### src/rtl/bbp_pkg.sv
// Shared constants, types and counter update function for the bimodal predictor.
package bbp_pkg;

	// Table geometry: index width is floor(log2(ENTRIES))
	localparam int unsigned ENTRIES   = 8192;
	localparam int unsigned IDX_W     = $clog2(ENTRIES + 1) - 1;
	localparam int unsigned TBL_DEPTH = 1 << IDX_W;

	localparam int unsigned ADDR_W = 32;
	localparam int unsigned CNT_W  = 40;

	typedef logic [IDX_W-1:0] idx_t;
	typedef logic [1:0]       ctr_t;
	typedef logic [CNT_W-1:0] cnt_t;

	// 2-bit counter states
	localparam ctr_t CTR_STRONG_NT = 2'd0;
	localparam ctr_t CTR_WEAK_NT   = 2'd1;
	localparam ctr_t CTR_WEAK_T    = 2'd2;
	localparam ctr_t CTR_STRONG_T  = 2'd3;

	localparam cnt_t CNT_MAX = '1;

	// Table write request
	typedef struct packed {
		logic en;
		idx_t idx;
		ctr_t val;
	} tbl_wr_t;

	// Table index from an instruction address: drop two low bits
	function automatic idx_t idx_of(logic [ADDR_W-1:0] addr);
		return addr[IDX_W+1:2];
	endfunction

	// Hysteresis update: a weak not-taken jumps straight to strong taken
	function automatic ctr_t next_ctr(ctr_t c, logic tk);
		ctr_t n;
		if (tk) begin
			n = (c == CTR_STRONG_NT) ? CTR_WEAK_NT : CTR_STRONG_T;
		end else begin
			n = (c == CTR_STRONG_T) ? CTR_WEAK_T : CTR_STRONG_NT;
		end
		return n;
	endfunction

endpackage

### src/rtl/bbp_core.sv
// Predict/update stage with write-back forwarding, statistics and output register.
module bbp_core
	import bbp_pkg::*;
(
	input  logic    clk,
	input  logic    arst_n,
	input  logic    accept,
	input  idx_t    idx_in,
	input  logic    taken_in,
	input  ctr_t    rd_data,
	output tbl_wr_t wr,
	output logic    busy,
	input  logic    out_stall,
	output logic    out_valid,
	output logic    predicted_taken,
	output logic    prediction_correct,
	output cnt_t    branch_total,
	output cnt_t    miss_total
);

	logic valid_s1;
	idx_t idx_s1;
	logic taken_s1;

	logic wr_vld_q;
	idx_t wr_idx_q;
	ctr_t wr_val_q;

	cnt_t br_cnt_q;
	cnt_t miss_cnt_q;

	logic out_valid_q;
	logic pred_q;
	logic ok_q;
	cnt_t br_out_q;
	cnt_t miss_out_q;

	logic adv;
	logic fire;
	ctr_t ctr_cur;
	ctr_t ctr_nxt;
	logic pred;
	logic ok;
	cnt_t br_nxt;
	cnt_t miss_nxt;

	// Stage advances when the output register is free or being drained
	assign adv  = !out_valid_q || !out_stall;
	assign fire = valid_s1 && adv;
	assign busy = valid_s1 && !adv;

	// Stage 1 control
	always_ff @(posedge clk or negedge arst_n) begin
		if (!arst_n) begin
			valid_s1 <= 1'b0;
		end else if (accept) begin
			valid_s1 <= 1'b1;
		end else if (adv) begin
			valid_s1 <= 1'b0;
		end
	end

	always_ff @(posedge clk) begin
		if (accept) begin
			idx_s1   <= idx_in;
			taken_s1 <= taken_in;
		end
	end

	// Forward the last write: the read may have raced it on the same edge
	always_comb begin
		ctr_cur = (wr_vld_q && wr_idx_q == idx_s1) ? wr_val_q : rd_data;
		pred    = ctr_cur[1];
		ok      = (pred == taken_s1);
		ctr_nxt = next_ctr(ctr_cur, taken_s1);
	end

	assign wr = '{en: fire, idx: idx_s1, val: ctr_nxt};

	always_ff @(posedge clk or negedge arst_n) begin
		if (!arst_n) begin
			wr_vld_q <= 1'b0;
		end else if (fire) begin
			wr_vld_q <= 1'b1;
		end
	end

	always_ff @(posedge clk) begin
		if (fire) begin
			wr_idx_q <= idx_s1;
			wr_val_q <= ctr_nxt;
		end
	end

	// Saturating statistics
	always_comb begin
		br_nxt   = (br_cnt_q == CNT_MAX) ? br_cnt_q : br_cnt_q + 1'b1;
		miss_nxt = (!ok && miss_cnt_q != CNT_MAX) ? miss_cnt_q + 1'b1 : miss_cnt_q;
	end

	always_ff @(posedge clk or negedge arst_n) begin
		if (!arst_n) begin
			br_cnt_q   <= '0;
			miss_cnt_q <= '0;
		end else if (fire) begin
			br_cnt_q   <= br_nxt;
			miss_cnt_q <= miss_nxt;
		end
	end

	// Output register
	always_ff @(posedge clk or negedge arst_n) begin
		if (!arst_n) begin
			out_valid_q <= 1'b0;
		end else if (fire) begin
			out_valid_q <= 1'b1;
		end else if (!out_stall) begin
			out_valid_q <= 1'b0;
		end
	end

	always_ff @(posedge clk) begin
		if (fire) begin
			pred_q     <= pred;
			ok_q       <= ok;
			br_out_q   <= br_nxt;
			miss_out_q <= miss_nxt;
		end
	end

	assign out_valid          = out_valid_q;
	assign predicted_taken    = pred_q;
	assign prediction_correct = ok_q;
	assign branch_total       = br_out_q;
	assign miss_total         = miss_out_q;

endmodule

### config.mk
export PLATFORM = sky130hd
export DESIGN_NAME = bbp_core
export DESIGN_NICKNAME = d
export VERILOG_FILES = /design/src/rtl/bbp_pkg.sv /design/src/rtl/bbp_core.sv
export SDC_FILE = /design/constraint.sdc
export NUM_CORES = 1
export LEC_CHECK = 0
export ABC_CLOCK_PERIOD_IN_PS = 5700
export BUFFER_PORTS_ARGS = -buffer_cell sky130_fd_sc_hd__clkbuf_2
export CORE_UTILIZATION = 55
export CTS_BUF_LIST = sky130_fd_sc_hd__clkbuf_16
export DETAILED_ROUTE_END_ITERATION = 10
export PLACE_DENSITY_LB_ADDON = 0.08
export SLEW_MARGIN = 30
export SYNTH_ARGS = -nofsm -noshare
export SYNTH_HDL_FRONTEND = slang
export SYNTH_SLANG_ARGS = --single-unit
### constraint.sdc
create_clock -name clk -period 5.7 [get_ports clk]
set_input_delay 1.14 -clock clk [delete_from_list [all_inputs] [get_ports clk]]
set_output_delay 1.14 -clock clk [all_outputs]
set_load 0.05 [all_outputs]
==> run metrics, run 1 <==
compound-gate portion of the synthesized area=0.00884; Max-Cap Viols=0; Setup crit start=out_stall; global route hottest layer=met2; PD cells=328 nW/µm²; post-synthesis simple-gate area fraction=0.181; Post-Place Cell Area=9550 µm²; Worst-path clk slew=0.06 ns; Synthesized Nets=750; row count=45; Setup WS pre-CTS=2.13 ns; Period minus WS final=3.55 ns; R2R Setup Slk=2.44 ns; Worst Setup EP=wr[15]; largest area contributor in the netlist=edfxtp_1; post-cts resize count=0; Crit Reg-Reg Endpoint=miss_cnt_q[13]; Avg Synthesized Cell Area=12.1 µm²; routed wire length=16300 µm; mux contribution to synthesized area=0.00755; first-pass GRT wire length=27000 µm; Clock Latency Late Sink=0.43 ns; Root Driver=clkbuf_16; top-count cell post-synth=edfxtp_1; Fin Clk Skew=0.00895 ns; clk buf depth=2; Starting DRT DRC Count=417; critical path fanouts, max=40; sequential area share after synthesis=0.616; Setup crit start kind=input port; # clock sinks=194; Post-CTS Repair Setup Buffers=0; fin. max-slew vios=0; vias in the first global route=5445; M1 GR Usage=0.304; Post-Synth XOR/XNOR Area=0.163; Primary FF master, synth=edfxtp_1; Pre-Repair DR Iteration Count=5; met2 GRT Util=0.323; area grow syn2layout=14.7%; DRC Markers=0; Max stage delay on crit path=0.42 ns; #FFs+latches synth=194; # diodes=0; H-tree levels=4; Synth Warn #=0; core area=15400 µm²; Worst-Margin Slew=0.954 ns; Min-Delay Path Class=register to register; initial core utilization=0.571; fin worst setup slack=2.15 ns; crit end category=output pin; FMAX=282 MHz; Unique masters post-synth=46; period utilization=0.623; worst-case reg-to-reg path depth=9; largest net degree at the start of global routing=84; total CTS buffers=17; GRT Util Overall=0.213; EDFF count, synth=111; Syn Inst Count=728; largest family of logic cells by synthesized area=simple AND/OR/NAND/NOR gates; adder-cell share of the synthesized area=0.00399; WP data arrival=2.41 ns; Avg WL per Cell=15.3 µm; top cell type's share of synthesized area=0.380; CTS tree=built; synthesized cell area=8780 µm²; Final setup violation count=0; Peak supply drop=221 µV; worst path cell trace=clkbuf_2, nand2_1, nand2_1, buf_4, inv_4, clkbuf_2; Pleak=4.27 nW; DR vias=5745; Port Buffers=119; Design Area, Final=10100 µm²; die height=128 µm; initial antenna violation count=0; I/O Pins=120; Rel. slew slack=0.363; most instantiated cells after synthesis=edfxtp_1 (111), xnor2_1 (90), dfrtp_1 (83), nand2_1 (74), xor2_1 (73); post-DR vias/cell=5.39; final core occ=0.655; status=finished, final reports clean; GR Layer Usage met3=0.0511; Antenna Nets Post-Route=0; Detail Placement HPWL=11000 µm; slowest cell on the critical path=inv_4; share of layout cells above drive strength 1=0.205; Die W=128 µm; gr ovfl total=0; post-route setup TNS=0 ns; R2R Path Start=idx_s1[12]; die area=16500 µm²; Req. time, crit path=4.56 ns; GP Congestion=0.852; final hold violation count=0; WS Path Type=input port to output pin; nets=864; ys async rst share=0.428; Area contributors post-synth=edfxtp_1 (38%), dfrtp_1 (24%), xnor2_1 (9.0%); cts hold-fix bufs=0; RSZ-0062 raised after global routing=false
[layer usage]
layer / up-vias / part of all wire
met2: 178 / 0.46
met4: 0 / 0.015
met5: - / 0
li1: 2765 / -
met3: 17 / 0.056
met1: 2785 / 0.47
[flip-flops by register name, summed over array words and instances (netlist names)]
signal,flops
br_cnt_q,40
branch_total,40
idx_s1,13
miss_cnt_q,40
miss_total,40
out_valid,1
predicted_taken,1
prediction_correct,1
taken_s1,1
valid_s1,1
wr_idx_q,13
wr_val_q,2
wr_vld_q,1
[worst min-delay path by stage]
| stage | start | endpoint | cells past startpoint |
|---|---|---|---|
| after floorplan | wr_vld_q | wr_vld_q | 1 |
| after global placement | wr_vld_q | wr_vld_q | 1 |
| after detailed placement | wr_vld_q | wr_vld_q | 1 |
| after CTS | valid_s1 | out_valid | 1 |
| after global routing | wr_vld_q | wr_vld_q | 1 |
| final | valid_s1 | out_valid | 1 |
[where the power goes]
group	switching, mW	internal [mW]	leakage (nW)
Sequential	0.0873	1.62	2.18
Combinational	0.394	0.136	1.83
Clock	0.508	0.553	0.253
Total	0.990	2.31	4.27
[per-stage QoR]
stage / power, mW / instances / hold slack (ns)
final: 3.30 / 1066 / 0.482
after floorplan: 2.13 / 728 / 0.435
after detailed placement: 2.27 / 1034 / 0.464
after CTS: 3.33 / 1066 / 0.482
after global routing: 3.43 / 1066 / 0.500
after global placement: 2.25 / 1034 / 0.469
[cells in the final DEF (no fill, tap or decap), types with 7 or more instances in the layout]
cell type,netlist,routed
clkbuf_2,0,118
edfxtp_1,111,111
xnor2_1,90,90
dfrtp_1,83,83
nand2_1,74,74
xor2_1,73,73
nor2_1,55,55
nand3_1,37,37
nor3_1,37,36
nand4_1,32,32
clkbuf_16,0,17
and3_1,16,16
inv_1,11,13
nor4_1,13,13
a21oi_1,8,8
and2_1,7,7
[cell type report]
class,count,area [µm²]
sequential,194,5410
fill,1185,5300
multi-input combinational,494,3200
timing repair buffer,123,632
clock buffer,17,425
tap,211,264
clock inverter,15,95.1
inverter,12,47.5
[critical path, delay by kind of cell]
kind	cells	cell delay (ns)
buffers and inverters	4	1.12
and+or+nand+nor	2	0.14
[cells by family (layout without fill, tap and decap cells)]
logic type | Yosys count | count (layout)
buffers and inverters | 40 | 167
DFF | 194 | 194
AOI/OAI and AO/OA | 13 | 13
xor gates and xnor gates | 163 | 163
and+or+nand+nor | 309 | 309
adders and majority gates | 3 | 3
muxes | 6 | 6
No activity file was read; power rests on OpenSTA's default activity.
==> run 2, diff against run 1 <==
Settings changed: ABC_CLOCK_PERIOD_IN_PS 5700 to 3150, CORE_UTILIZATION 55 to 52.
Clock period 5.7 ns to 3.15 ns, I/O delays scaled along.
==> run 2 against run 1 <==
Design area is 1.5% higher. Core utilization is 3.7 points lower. Worst setup slack worse by 1.8 ns. Clock power grew 100%. Combinational power grew 83%. Wire length increased by 2.1%. Critical path depth rose by 1. Sequential share of layout area down 0.80 points. Critical path type is now register to output pin.
==> run metrics, run 2 (synthesis gave the netlist of run 1 again) <==
worst path cell trace=xnor2_1, nand4_1, nor4_2, buf_4, nand2_1, o31ai_1, clkbuf_2; Max-Cap Viols=0; post-route setup TNS=0 ns; Setup crit start kind=register; most frequent cells in the layout=clkbuf_2 (118), edfxtp_1 (111), xnor2_1 (90); fin. max-slew vios=0; Worst-Margin Slew=0.688 ns; clk buf depth=2; Avg WL per Cell=15.4 µm; Port Buffers=119; Pre-Repair DR Iteration Count=4; Post-CTS Repair Setup Buffers=0; Detail Placement HPWL=11500 µm; vias in the first global route=5632; critical path fanouts, max=4; gr ovfl total=0; # diodes=0; share of layout cells above drive strength 1=0.217; GRT Util Overall=0.204; first-pass GRT wire length=27800 µm; Max stage delay on crit path=0.42 ns; initial core utilization=0.531; crit-path leading delay family=simple AND/OR/NAND/NOR gates; Pleak=4.34 nW; I/O Pins=120; DRC Markers=0; RSZ-0062 raised after global routing=false; total CTS buffers=17; fill count=1362; Root Driver=clkbuf_16; area grow syn2layout=16.5%; WS Path Type=register to output pin; Fin Clk Skew=0.00886 ns; Clock Latency Late Sink=0.43 ns; core area=16500 µm²; Die W=132 µm; FMAX=354 MHz; CTS tree=built; Antenna Nets Post-Route=0; Starting DRT DRC Count=336; post-DR vias/cell=5.25; GP Congestion=0.847; largest net degree at the start of global routing=59; DR vias=5677; Peak supply drop=420 µV; PD cells=607 nW/µm²; Final setup violation count=0; routed wire length=16700 µm; crit end category=output pin; Min-Delay Path Class=input port to asynchronous set/reset pin; initial antenna violation count=0; # clock sinks=194; Period minus WS final=2.83 ns; H-tree levels=4; final hold violation count=0; most common cell after layout, fill and taps aside=clkbuf_2; Worst-path clk slew=0.07 ns; crit path buf inv count=2; die height=132 µm; die area=17400 µm²; status=finished, final reports clean; row count=47; nets=871; WP data arrival=2.20 ns; multi-input logic area=3200 µm²; period utilization=0.897; Rel. slew slack=0.537; combined flip-flop and latch cell area=5410 µm²; Req. time, crit path=2.52 ns; worst hold slack=0.214 ns; slowest cell on the critical path=edfxtp_1
==> run 2: per-layer routing <==
layer  global-route usage  vias to the layer above  part of all wire
met5                    0                        -                 0
met4               0.0736                        0             0.016
met3               0.0434                       23             0.047
met2                0.338                      151              0.48
met1                0.266                     2726              0.45
li1                     -                     2777                 -
==> run 2: layout make-up <==
cell class,instances,share of cell area
flip-flops and latches,194,0.529
well taps,220,0.0269
clock inverters,15,0.0166
clock buffers,17,0.0416
multi-input cells,494,0.313
inverters,12,0.00502
repair buffers,130,0.0678
==> run 2: power by group <==
| group | internal, mW | leakage, nW | switching, mW |
|---|---|---|---|
| logic | 0.252 | 1.87 | 0.716 |
| registers | 2.93 | 2.18 | 0.150 |
| clock network | 1.13 | 0.290 | 1.02 |
==> run 2: final timing paths <==
kind                                  from              to  slack (ns)  depth (start not counted)
worst max-delay path            idx_s1[12]           wr[1]        0.32                          7
worst min-delay path                arst_n     br_cnt_q[3]        0.21                          1
worst max register to register  idx_s1[10]  miss_total[12]        0.39                          9
worst min register to register    wr_vld_q        wr_vld_q        0.47                          1
max in group asynchronous           arst_n    br_cnt_q[29]        2.19                          2
min in group clk                  taken_in        taken_s1        0.37                          1
==> run 2: per-stage QoR <==
stage	instances	power [mW]	setup WS, ns	area [µm²]	utilization
3_3_place_gp	1050	4.09	0.374	9620	0.582
6_report	1082	6.20	0.325	10200	0.619
2_1_floorplan	728	3.86	0.0206	8780	-
5_1_grt	1082	6.44	0.0651	10200	0.619
4_1_cts	1082	6.27	0.302	10200	0.618
3_5_place_dp	1050	4.11	0.337	9620	0.582
==> run 2: timing repair <==
item | in CTS | in global routing
setup endpoints to repair | 0 | 2
hold buffers | 0 | 0
resized for setup | 0 | 1
==> run 2: worst register-to-register path, stage by stage (launching register included) <==
cell and delay [ns]:
edfxtp_1 0.43, xnor2_1 0.15, nand4_1 0.12, nor4_2 0.07, buf_4 0.15, or3b_2 0.46, nand3_1 0.17, clkinvlp_4 0.47
nor3_1 0.39, xnor2_1 0.10
==> run 3, diff against run 2 <==
--- a/constraint.sdc
+++ b/constraint.sdc
@@ -3,2 +3,2 @@
 set_output_delay 0.63 -clock clk [all_outputs]
-set_load 0.05 [all_outputs]
+set_load 0.02 [all_outputs]
==> run 3 against run 2 <==
Worst setup slack improved by 0.012 ns. Total power decreased by 1.5%. First-iteration DRC count shrank 3.3%. Critical endpoint is now miss_total[37]. Highest routed layer unchanged.
==> run metrics, run 3 (synthesis gave the netlist of run 1 again) <==
WP data arrival=2.99 ns; Final Non-Filler Cells=1083; total CTS buffers=17; gr ovfl total=0; row count=47; Max-Cap Viols=0; Design Area, Final=10300 µm²; multi-input logic area=3200 µm²; Period minus WS final=2.81 ns; FMAX=355 MHz; most frequent cells in the layout=clkbuf_2 (118), edfxtp_1 (111), xnor2_1 (90); # diodes=0; Avg WL per Cell=15.6 µm; most common cell after layout, fill and taps aside=clkbuf_2; DRC Markers=0; Fin Clk Skew=0.00820 ns; Detail Placement HPWL=11700 µm; crit end category=register; Setup crit start kind=register; Worst-path clk slew=0.07 ns; Root Driver=clkbuf_16; RSZ-0062 raised after global routing=false; DR vias=5693; vias in the first global route=5684; clk buf depth=2; initial antenna violation count=0; core area=16500 µm²; Min-Delay Path Class=input port to asynchronous set/reset pin; routed wire length=16900 µm; Post-CTS Repair Setup Buffers=0; fin. max-slew vios=0; post-cts resize count=0; status=finished, final reports clean; CTS tree=built; die height=132 µm; post-route setup TNS=0 ns; period utilization=0.893; first-pass GRT wire length=27800 µm; Starting DRT DRC Count=325; I/O Pins=120; cts hold-fix bufs=0; Pleak=4.36 nW; largest net degree at the start of global routing=61; Post-Place Cell Area=9630 µm²; combined flip-flop and latch cell area=5410 µm²; Pre-Repair DR Iteration Count=4; post-DR vias/cell=5.26; GP Congestion=0.860; Rel. slew slack=0.387; GRT Util Overall=0.204; final core occ=0.621; die area=17400 µm²; Port Buffers=119; dpl cells=1051; critical path fanouts, max=30; Antenna Nets Post-Route=0; Peak supply drop=380 µV; area grow syn2layout=16.9%; share of layout cells above drive strength 1=0.217; PD cells=595 nW/µm²; Final setup violation count=0; Die W=132 µm; Worst-Margin Slew=0.918 ns; Pwr Total=6.11 mW; Clock Latency Late Sink=0.43 ns; Req. time, crit path=3.32 ns; nets=872; WS Path Type=register to register; # clock sinks=194; initial core utilization=0.531; H-tree levels=4; fill count=1358; final hold violation count=0
[run 3: metrics by stage]
step	hold WS (ns)	worst slack, ns
after global routing	0.265	0.0408
after global placement	0.458	0.373
after CTS	0.237	0.260
final	0.212	0.337
after detailed placement	0.461	0.256
after floorplan	0.334	0.138
[run 3: worst max-delay path: stages (launching register included)]
cell      delay, ns
edfxtp_1       0.42
xnor2_1        0.17
nand4_1        0.14
nor4_2         0.35
buf_4          0.19
or3b_2         0.13
nand3_1        0.10
inv_1          0.69
nor3_1         0.17
xor2_1         0.18
[run 3: power by group]
group | internal, mW | total, mW | switching [mW]
Combinational | 0.254 | 0.723 | 0.469
Sequential | 2.93 | 3.09 | 0.156
Clock | 1.34 | 2.30 | 0.958
[run 3: cell type report]
cell class | count | area share
flip-flops and latches | 194 | 0.527
multi-input cells | 494 | 0.312
repair buffers | 131 | 0.0683
clock buffers | 17 | 0.0415
well taps | 220 | 0.0268
clock inverters | 15 | 0.0199
inverters | 12 | 0.00463
[run 3: path summary, 6_finish.rpt]
| check | from | endpoint | slack (ns) | cells past startpoint |
|---|---|---|---|---|
| worst min register to register | wr_vld_q | wr_vld_q | 0.47 | 1 |
| max in group asynchronous | arst_n | br_cnt_q[22] | 2.20 | 2 |
| worst max register to register | idx_s1[7] | miss_total[37] | 0.34 | 9 |
| worst max-delay path | idx_s1[7] | miss_total[37] | 0.34 | 9 |
| worst min-delay path | arst_n | br_cnt_q[7] | 0.21 | 1 |
| min in group clk | idx_in[9] | idx_s1[9] | 0.37 | 1 |
[run 3: layer usage]
layer	up-vias	track usage	share of wire
met4	0	0.0691	0.014
met3	17	0.0431	0.052
met1	2747	0.268	0.45
met5	-	0	0
li1	2783	-	-
met2	146	0.338	0.48
